[config.mk]
export PLATFORM = sky130hd
export DESIGN_NAME = deadzone_power_curve
export DESIGN_NICKNAME = d
export VERILOG_FILES = /design/src/hdl/dzpc_pkg.sv /design/src/hdl/dzpc_regs.sv /design/src/hdl/dzpc_ctrl.sv /design/src/hdl/dzpc_dp.sv /design/src/hdl/deadzone_power_curve.sv
export SDC_FILE = /design/constraint.sdc
export NUM_CORES = 2
export LEC_CHECK = 0
export BUFFER_PORTS_ARGS = -buffer_cell sky130_fd_sc_hd__clkbuf_2
export CORE_ASPECT_RATIO = 0.7
export CORE_MARGIN = 3
export CORE_UTILIZATION = 50
export CTS_CLUSTER_SIZE = 20
export DETAILED_ROUTE_END_ITERATION = 10
export PLACE_DENSITY = 0.68
export SLEW_MARGIN = 20
export SYNTH_ARGS = -nofsm -noshare
export SYNTH_HDL_FRONTEND = slang
export SYNTH_HIERARCHICAL = 1
export SYNTH_SLANG_ARGS = --single-unit
[constraint.sdc]
create_clock -name clk -period 8.2 [get_ports clk]
set_clock_uncertainty 0.15 [all_clocks]
set_input_delay 0.41 -clock clk [delete_from_list [all_inputs] [get_ports clk]]
set_output_delay 0.41 -clock clk [all_outputs]
set_load 0.05 [all_outputs]
[src/hdl/dzpc_pkg.sv]
// Shared constants, register codes and interface types of the dead zone power curve.
package dzpc_pkg;

  localparam int FRAC_BITS  = 16;
  localparam int ANGLE_W    = 23;
  localparam int OUT_W      = 17;
  localparam int DZ_W       = 12;
  localparam int SPAN_W     = 16;
  localparam int EXP_W      = 6;
  localparam int CFG_DATA_W = 16;
  localparam int CFG_IDX_W  = 3;

  localparam int MAG_W  = ANGLE_W;
  localparam int T_W    = FRAC_BITS + 1;
  localparam int REM_W  = SPAN_W + 1;
  localparam int PROD_W = SPAN_W + T_W;
  localparam int RES_W  = OUT_W + 1;
  localparam int CNT_W  = ($clog2(FRAC_BITS) > EXP_W) ? $clog2(FRAC_BITS) : EXP_W;

  localparam logic [SPAN_W-1:0] MIN_SPAN = SPAN_W'(26);
  localparam logic [T_W-1:0]    T_ONE    = T_W'(1) << FRAC_BITS;

  localparam logic [CFG_IDX_W-1:0] REG_AXIS_EN    = CFG_IDX_W'(0);
  localparam logic [CFG_IDX_W-1:0] REG_INVERT     = CFG_IDX_W'(1);
  localparam logic [CFG_IDX_W-1:0] REG_DEAD_ZONE  = CFG_IDX_W'(2);
  localparam logic [CFG_IDX_W-1:0] REG_INPUT_SPAN = CFG_IDX_W'(3);
  localparam logic [CFG_IDX_W-1:0] REG_OUT_SPAN   = CFG_IDX_W'(4);
  localparam logic [CFG_IDX_W-1:0] REG_EXPONENT   = CFG_IDX_W'(5);

  localparam logic [DZ_W-1:0]   RST_DEAD_ZONE  = DZ_W'(512);
  localparam logic [SPAN_W-1:0] RST_INPUT_SPAN = SPAN_W'(11520);
  localparam logic [SPAN_W-1:0] RST_OUT_SPAN   = SPAN_W'(23040);
  localparam logic [EXP_W-1:0]  RST_EXPONENT   = EXP_W'(15);

  typedef struct packed {
    logic              axis_en;
    logic              invert;
    logic [DZ_W-1:0]   dead_zone;
    logic [SPAN_W-1:0] input_span;
    logic [SPAN_W-1:0] output_span;
    logic [EXP_W-1:0]  exponent;
  } cfg_t;

  typedef struct packed {
    logic load;
    logic prep;
    logic div_step;
    logic pow_step;
    logic scale;
    logic finish;
  } cmd_t;

  typedef struct packed {
    logic dead;
    logic sat;
  } stat_t;

endpackage

[src/hdl/dzpc_regs.sv]
// Configuration register file of the dead zone power curve.
module dzpc_regs
  import dzpc_pkg::*;
(
  input  logic                  clk,
  input  logic                  rst,
  input  logic                  cfg_we,
  input  logic [CFG_IDX_W-1:0]  cfg_index,
  input  logic [CFG_DATA_W-1:0] cfg_data,
  output cfg_t                  cfg
);

  always_ff @(posedge clk) begin
    if (rst) begin
      cfg.axis_en     <= 1'b1;
      cfg.invert      <= 1'b0;
      cfg.dead_zone   <= RST_DEAD_ZONE;
      cfg.input_span  <= RST_INPUT_SPAN;
      cfg.output_span <= RST_OUT_SPAN;
      cfg.exponent    <= RST_EXPONENT;
    end else if (cfg_we) begin
      case (cfg_index)
        REG_AXIS_EN:    cfg.axis_en     <= cfg_data[0];
        REG_INVERT:     cfg.invert      <= cfg_data[0];
        REG_DEAD_ZONE:  cfg.dead_zone   <= cfg_data[DZ_W-1:0];
        REG_INPUT_SPAN: cfg.input_span  <= cfg_data[SPAN_W-1:0];
        REG_OUT_SPAN:   cfg.output_span <= cfg_data[SPAN_W-1:0];
        REG_EXPONENT:   cfg.exponent    <= cfg_data[EXP_W-1:0];
        default: ;
      endcase
    end
  end

endmodule

[src/hdl/dzpc_ctrl.sv]
// Sequencing state machine: check, divide, power loop, scale, finish.
module dzpc_ctrl
  import dzpc_pkg::*;
(
  input  logic  clk,
  input  logic  rst,
  input  logic  start,
  input  cfg_t  cfg,
  input  stat_t stat,
  output cmd_t  cmd,
  output logic  busy
);

  localparam logic [2:0] S_IDLE   = 3'd0;
  localparam logic [2:0] S_CHECK  = 3'd1;
  localparam logic [2:0] S_DIV    = 3'd2;
  localparam logic [2:0] S_POW    = 3'd3;
  localparam logic [2:0] S_SCALE  = 3'd4;
  localparam logic [2:0] S_FINISH = 3'd5;

  logic [2:0]       state, state_next;
  logic [CNT_W-1:0] cnt, cnt_next;
  logic [CNT_W-1:0] n_eff;

  assign n_eff = (cfg.exponent == '0) ? CNT_W'(1) : CNT_W'(cfg.exponent);
  assign busy  = (state != S_IDLE);

  always_comb begin
    state_next = state;
    cnt_next   = cnt;
    cmd        = '0;
    case (state)
      S_IDLE: begin
        if (start) begin
          cmd.load   = 1'b1;
          state_next = S_CHECK;
        end
      end
      S_CHECK: begin
        cmd.prep = 1'b1;
        if (stat.dead) begin
          state_next = S_FINISH;
        end else if (stat.sat) begin
          state_next = S_POW;
          cnt_next   = CNT_W'(1);
        end else begin
          state_next = S_DIV;
          cnt_next   = '0;
        end
      end
      S_DIV: begin
        cmd.div_step = 1'b1;
        cnt_next     = cnt + CNT_W'(1);
        if (cnt == CNT_W'(FRAC_BITS - 1)) begin
          state_next = S_POW;
          cnt_next   = CNT_W'(1);
        end
      end
      S_POW: begin
        if (cnt < n_eff) begin
          cmd.pow_step = 1'b1;
          cnt_next     = cnt + CNT_W'(1);
        end else begin
          state_next = S_SCALE;
        end
      end
      S_SCALE: begin
        cmd.scale  = 1'b1;
        state_next = S_FINISH;
      end
      S_FINISH: begin
        cmd.finish = 1'b1;
        state_next = S_IDLE;
      end
      default: state_next = S_IDLE;
    endcase
  end

  always_ff @(posedge clk) begin
    if (rst) begin
      state <= S_IDLE;
      cnt   <= '0;
    end else begin
      state <= state_next;
      cnt   <= cnt_next;
    end
  end

endmodule

[src/hdl/dzpc_dp.sv]
// Datapath: magnitude and dead zone check, restoring divider, power multiplier, output scaling.
module dzpc_dp
  import dzpc_pkg::*;
(
  input  logic                      clk,
  input  logic                      rst,
  input  cfg_t                      cfg,
  input  cmd_t                      cmd,
  input  logic signed [ANGLE_W-1:0] angle_in,
  output stat_t                     stat,
  output logic signed [OUT_W-1:0]   angle_out,
  output logic                      in_dead_zone,
  output logic                      done
);

  logic signed [ANGLE_W-1:0] angle_q;
  logic [REM_W-1:0]          rem;
  logic [SPAN_W-1:0]         span_q;
  logic [T_W-1:0]            t;
  logic [T_W-1:0]            p;
  logic                      dead_q;
  logic                      neg_q;
  logic [PROD_W-1:0]         prod_q;

  logic signed [ANGLE_W:0]   a_ext;
  logic [ANGLE_W:0]          a_neg;
  logic [MAG_W-1:0]          mag;
  logic                      positive;
  logic [SPAN_W-1:0]         dz_min;
  logic [SPAN_W-1:0]         top;
  logic [SPAN_W-1:0]         span;
  logic [MAG_W-1:0]          excess;
  logic [REM_W-1:0]          r2;
  logic                      ge;
  logic [2*T_W-1:0]          pmul;
  logic [SPAN_W:0]           diff;
  logic                      diff_neg;
  logic [SPAN_W-1:0]         absdiff;
  logic [PROD_W-FRAC_BITS-1:0] scaled;
  logic [RES_W-1:0]          mag_res;
  logic [RES_W-1:0]          res;

  assign a_ext    = {angle_q[ANGLE_W-1], angle_q};
  assign a_neg    = (ANGLE_W+1)'(0) - a_ext;
  assign mag      = angle_q[ANGLE_W-1] ? a_neg[MAG_W-1:0] : angle_q[MAG_W-1:0];
  assign positive = !angle_q[ANGLE_W-1] && (angle_q != '0);

  assign dz_min = SPAN_W'(cfg.dead_zone) + MIN_SPAN;
  assign top    = (cfg.input_span > dz_min) ? cfg.input_span : dz_min;
  assign span   = top - SPAN_W'(cfg.dead_zone);
  assign excess = mag - MAG_W'(cfg.dead_zone);

  assign stat.dead = !cfg.axis_en || (mag < MAG_W'(cfg.dead_zone));
  assign stat.sat  = excess >= MAG_W'(span);

  // one quotient bit per step
  assign r2 = {rem[SPAN_W-1:0], 1'b0};
  assign ge = r2 >= {1'b0, span_q};

  assign pmul = p * t;

  assign diff     = {1'b0, cfg.output_span} - (SPAN_W+1)'(cfg.dead_zone);
  assign diff_neg = diff[SPAN_W];
  assign absdiff  = diff_neg ? SPAN_W'((SPAN_W+1)'(0) - diff) : diff[SPAN_W-1:0];

  assign scaled  = prod_q[PROD_W-1:FRAC_BITS];
  assign mag_res = diff_neg ? (RES_W'(cfg.dead_zone) - RES_W'(scaled))
                            : (RES_W'(cfg.dead_zone) + RES_W'(scaled));
  assign res     = (neg_q ^ cfg.invert) ? (RES_W'(0) - mag_res) : mag_res;

  always_ff @(posedge clk) begin
    if (cmd.load) begin
      angle_q <= angle_in;
    end
    if (cmd.prep) begin
      dead_q <= stat.dead;
      neg_q  <= !positive;
      span_q <= span;
      rem    <= REM_W'(excess[SPAN_W-1:0]);
      t      <= stat.sat ? T_ONE : '0;
      p      <= stat.sat ? T_ONE : '0;
    end
    if (cmd.div_step) begin
      rem <= ge ? (r2 - {1'b0, span_q}) : r2;
      t   <= {t[T_W-2:0], ge};
      p   <= {p[T_W-2:0], ge};
    end
    if (cmd.pow_step) begin
      p <= pmul[FRAC_BITS +: T_W];
    end
    if (cmd.scale) begin
      prod_q <= PROD_W'(absdiff) * PROD_W'(p);
    end
    if (cmd.finish) begin
      angle_out    <= dead_q ? '0 : res[OUT_W-1:0];
      in_dead_zone <= dead_q;
    end
  end

  always_ff @(posedge clk) begin
    if (rst) begin
      done <= 1'b0;
    end else begin
      done <= cmd.finish;
    end
  end

endmodule

[src/hdl/deadzone_power_curve.sv]
// Top level of the dead zone power curve: register file, controller and datapath.
//
// Usage: raise start with angle_in while busy is low; the request is taken at that edge
// and busy stays high until the result is out. The result appears on angle_out and
// in_dead_zone, marked by done for exactly one cycle; the receiver cannot stall it,
// and busy is already low in the done cycle, so the next request may be taken then.
// From the accepting edge to the edge that raises done, the controller steps through:
//   disabled or inside the dead zone:     check, finish
//   beyond the input span (t = one):      check, power loop, scale, finish
//   otherwise:                            check, divider, power loop, scale, finish
// where the power loop raises t to the power n, the exponent register (0 counts as 1).
// The restoring divider yields one quotient bit per cycle and the power loop does one
// multiply per cycle.
// Configuration: cfg_we writes cfg_data to register cfg_index on the rising clock edge; indexes
// beyond the list are ignored. Write only while busy is low.
// Reset (rst, synchronous) restores the register defaults and returns to idle.
module deadzone_power_curve
  import dzpc_pkg::*;
(
  input  logic                      clk,
  input  logic                      rst,
  input  logic                      start,
  output logic                      busy,
  input  logic signed [ANGLE_W-1:0] angle_in,
  output logic                      done,
  output logic signed [OUT_W-1:0]   angle_out,
  output logic                      in_dead_zone,
  input  logic                      cfg_we,
  input  logic [CFG_IDX_W-1:0]      cfg_index,
  input  logic [CFG_DATA_W-1:0]     cfg_data
);

  cfg_t  cfg;
  cmd_t  cmd;
  stat_t stat;

  dzpc_regs u_regs (
    .clk       (clk),
    .rst       (rst),
    .cfg_we    (cfg_we),
    .cfg_index (cfg_index),
    .cfg_data  (cfg_data),
    .cfg       (cfg)
  );

  dzpc_ctrl u_ctrl (
    .clk   (clk),
    .rst   (rst),
    .start (start),
    .cfg   (cfg),
    .stat  (stat),
    .cmd   (cmd),
    .busy  (busy)
  );

  dzpc_dp u_dp (
    .clk          (clk),
    .rst          (rst),
    .cfg          (cfg),
    .cmd          (cmd),
    .angle_in     (angle_in),
    .stat         (stat),
    .angle_out    (angle_out),
    .in_dead_zone (in_dead_zone),
    .done         (done)
  );

  a_accept_busy: assert property (@(posedge clk) disable iff (rst)
    (start && !busy) |=> busy)
    else $error("accepted request did not raise busy");

  a_done_after_busy: assert property (@(posedge clk) disable iff (rst)
    done |-> $past(busy))
    else $error("result strobe without a request in flight");

  a_done_pulse: assert property (@(posedge clk) disable iff (rst)
    done |=> !done)
    else $error("result strobe longer than one cycle");

  a_dead_zero: assert property (@(posedge clk) disable iff (rst)
    (done && in_dead_zone) |-> (angle_out == '0))
    else $error("dead zone result is not zero");

endmodule

==> results.sh <==
export IMPL_avg_wl_per_cell_um=17.9
export IMPL_clkSlewWorstSetupHoldPaths_ns=0.08
export IMPL_synth_ff_type="sky130_fd_sc_hd__edfxtp_1"
export IMPL_worst_hold_path_type="in2reg"
export IMPL_synthArstFlopShare_pct=0
export IMPL_worstPathRequired_ns=8.25
export IMPL_routed_via_density=5.50
export IMPL_outcome="finished clean"
export IMPL_synth_seq_cells=188
export IMPL_filler_cell_count=5333
export IMPL_synth_cells=3475
export IMPL_timing_hold_ws_ns=0.0896
export IMPL_synth_top_cells_by_area="sky130_fd_sc_hd__fa_1 28%, sky130_fd_sc_hd__ha_1 12%, sky130_fd_sc_hd__edfxtp_1 12%"
export IMPL_rr_startpoint="u_regs/cfg[6]$_SDFFE_PP0P_"
export IMPL_ant_nets=0
export IMPL_seq_area_frac_synth_pct=16.2
export IMPL_path_max_fanout=4
export IMPL_ctsLongestPathBuffers=2
export IMPL_ctsRootBufferMaster="sky130_fd_sc_hd__clkbuf_16"
export IMPL_slowest_stage="sky130_fd_sc_hd__fa_2"
export IMPL_pin_count=66
export IMPL_drive_above_1_share_pct=11.3
export IMPL_aggregate_negative_setup_slack_ns=0
export IMPL_syn2layout_area_growth_pct=11.7
export IMPL_synth_edff_count=126
export IMPL_worst_slew_pin_slew_ns=1.00
export IMPL_post_synth_top_area_fraction_pct=27.9
export IMPL_critPathLaunchType="register"
export IMPL_port_bufs=65
export IMPL_first_global_vias=24000
export IMPL_critPathLaunch="u_regs/cfg[6]$_SDFFE_PP0P_"
export IMPL_cts_tree="built"
export IMPL_track_usage_pct=24.5
export IMPL_synthesis_yosys_warnings=6
export IMPL_maximum_level_of_the_cts_h_tree=4
export IMPL_gp_congestion=0.935
export IMPL_yosys_area_top_type="sky130_fd_sc_hd__fa_1"
export IMPL_numCtsBuffers=17
export IMPL_drt_first_iter_violations=2101
export IMPL_die_area_mm2=0.0653
export IMPL_antenna_cells_inserted=0
export IMPL_number_of_antenna_violations_at_the_first_check_in_global_routing=0
export IMPL_post_synth_cell_area_avg_um2=8.95
export IMPL_gr_total_overflow=0
export IMPL_num_vias=24400
export IMPL_synthesis_area_mm2=0.0311
export IMPL_endpoint_kind="register"
export IMPL_clock_insertion_delay_worst_skew_ns=0.45
export IMPL_num_clock_sinks=188
export IMPL_fp_coreArea_mm2=0.0607
export IMPL_number_of_remaining_drc_errors=0
export IMPL_hold_violations_final=0
export IMPL_fin_crit_sh_pct=100
export IMPL_fin_crit_ns=8.20
export IMPL_detailed_place_hpwl_um=62600
export IMPL_nNetsFinal=4406
export IMPL_synth_fp_nets=4262
export IMPL_achievable_frequency_mhz=122
export IMPL_maxCapViolations=0
export IMPL_max_slew_margin_rel_pct=32.9
export IMPL_report_final_setup_viol=0
export IMPL_netlist_cell_type_count=96
export IMPL_die_height_um=215
export IMPL_setup_reg_to_reg_worst_slack_ns=0.0003
export IMPL_arrival_ns=8.25
export IMPL_finalMaxSlewViolations=0
export IMPL_setup_repair_after_global_routing_missed_its_margin="true"
export IMPL_detail_route_wirelength_um=79600
export IMPL_firstDrtPassIters=5
export IMPL_hold_start="cfg_data[11]"
export IMPL_grt_first_pass_wirelength_um=130000
export IMPL_floorplan_initialDensity_pct=51.2
export IMPL_rows=75
export IMPL_dieWidth_um=304
export IMPL_cpMostUsedCell="sky130_fd_sc_hd__fa_1"
export IMPL_critical_path_class="reg2reg"
export IMPL_grt_start_max_net_pins=91
export IMPL_cp_slowest_stage_delay_ns=0.57
==> layout by cell type, fill, tap and decap left out, types with 96 or more instances in the layout <==
master                     instances
sky130_fd_sc_hd__edfxtp_1        126
sky130_fd_sc_hd__xnor2_1         105
sky130_fd_sc_hd__nor2_1          151
sky130_fd_sc_hd__ha_1            292
sky130_fd_sc_hd__buf_4           173
sky130_fd_sc_hd__and2_1          164
sky130_fd_sc_hd__fa_1            425
sky130_fd_sc_hd__a21oi_1          98
sky130_fd_sc_hd__inv_1           600
sky130_fd_sc_hd__o21ai_0          96
sky130_fd_sc_hd__nand2_1         435
==> Yosys cell counts, types with 8 or more instances <==
| cell | number |
|---|---|
| sky130_fd_sc_hd__or3_1 | 20 |
| sky130_fd_sc_hd__a211oi_1 | 17 |
| sky130_fd_sc_hd__buf_2 | 10 |
| sky130_fd_sc_hd__or2_2 | 11 |
| sky130_fd_sc_hd__edfxtp_1 | 126 |
| sky130_fd_sc_hd__nand4_1 | 16 |
| sky130_fd_sc_hd__xor2_1 | 49 |
| sky130_fd_sc_hd__a21oi_1 | 106 |
| sky130_fd_sc_hd__ha_1 | 308 |
| sky130_fd_sc_hd__nor2b_1 | 32 |
| sky130_fd_sc_hd__inv_1 | 610 |
| sky130_fd_sc_hd__o31ai_1 | 20 |
| sky130_fd_sc_hd__nor3_1 | 37 |
| sky130_fd_sc_hd__and2_1 | 164 |
| sky130_fd_sc_hd__clkbuf_1 | 132 |
| sky130_fd_sc_hd__mux2i_1 | 73 |
| sky130_fd_sc_hd__nor3b_1 | 8 |
| sky130_fd_sc_hd__dfxtp_1 | 62 |
| sky130_fd_sc_hd__o21a_1 | 39 |
| sky130_fd_sc_hd__nand3_1 | 50 |
| sky130_fd_sc_hd__o2111ai_1 | 8 |
| sky130_fd_sc_hd__o21ai_0 | 108 |
| sky130_fd_sc_hd__nand2_1 | 438 |
| sky130_fd_sc_hd__a31oi_1 | 16 |
| sky130_fd_sc_hd__nor2_1 | 155 |
| sky130_fd_sc_hd__a21boi_0 | 9 |
| sky130_fd_sc_hd__a211o_1 | 9 |
| sky130_fd_sc_hd__xnor2_1 | 110 |
| sky130_fd_sc_hd__o21bai_1 | 11 |
| sky130_fd_sc_hd__nand2b_1 | 77 |
| sky130_fd_sc_hd__fa_1 | 433 |
| sky130_fd_sc_hd__and3_1 | 25 |
| sky130_fd_sc_hd__nor4_1 | 12 |
| sky130_fd_sc_hd__a21o_1 | 43 |
| sky130_fd_sc_hd__o211ai_1 | 9 |
==> final timing paths <==
kind                                 end  cells after the start
max reg2reg    u_dp/prod_q[32]$_DFFE_PP_                     33
min reg2reg  u_regs/cfg[16]$_SDFFE_PP0P_                      2
min          u_regs/cfg[49]$_SDFFE_PP0P_                      3
max            u_dp/prod_q[32]$_DFFE_PP_                     33
==> critical path, delay by kind of cell, from the launching register on <==
family / cells / cell delay [ns]
flops: 1 / 0.33
compound gates: 12 / 2.32
fa+ha+maj: 9 / 3.60
xor+xnor: 2 / 0.27
buf+inv: 7 / 0.58
simple gates: 3 / 0.69
==> sequential cells by signal, summed over array words and instances, names as in the netlist <==
name and flops:
u_dp/rem 16, u_ctrl/cnt 6, u_dp/angle_out 17, u_dp/span_q 16, u_dp/dead_q 1, u_dp/done 1, u_dp/t 17, u_dp/p 17
u_ctrl/state 3, u_regs/cfg 52, u_dp/angle_q 23, u_dp/prod_q 17, u_dp/neg_q 1, u_dp/in_dead_zone 1
==> through the flow <==
step	instance area, µm²	cells	worst slack [ns]	util, %
4_1_cts	34100	4426	0.00986	56.2
3_5_place_dp	33200	4370	-0.168	54.7
6_report	34700	4439	0.000310	57.2
2_1_floorplan	31100	3475	0.00566	-
5_1_grt	34700	4439	-0.307	57.2
3_3_place_gp	33200	4370	-0.00247	54.7
==> kinds of logic (layout without fill, tap and decap cells) <==
logic type / count (synthesis) / count (layout) / synth area share [%]
AND/OR/NAND/NOR: 1081 / 1081 / 17.1
buffers and inverters: 758 / 914 / 9.29
adder cells (fa/ha/maj): 741 / 741 / 40.3
AO/OA/AOI/OAI: 467 / 467 / 10.0
flip-flops: 188 / 188 / 16.2
XOR/XNOR: 160 / 160 / 4.55
multiplexers: 80 / 80 / 2.60
==> timing repair <==
action / 4_1_cts / 5_1_grt
resized for setup: 19 / 106
endpoints found under the hold margin: 23 / 0
pin swaps: 11 / 78
hold buffers: 23 / 0
buffers inserted: 2 / 14
endpoints found under the setup margin: 9 / 21
==> routing by layer <==
layer | part of all wire, % | global-route usage (%) | wire length [µm]
met2 | 42 | 35.2 | 33400
met3 | 8.1 | 4.09 | 6460
met5 | 0 | 0.0727 | 0
met1 | 48 | 38.8 | 38500
met4 | 1.5 | 4.37 | 1220
==> area by class of cell <==
type	count	area (µm²)	share of cell area (%)
clock buffers	18	429	1.24
clock inverters	13	163	0.468
inverters	610	2290	6.59
multi-input cells	2529	23800	68.5
flip-flops and latches	188	5030	14.5
well taps	808	1010	2.91
repair buffers	273	2010	5.80
Power is not shown: default switching activity piles up to over one toggle a cycle in this logic, so the estimate is an artifact.
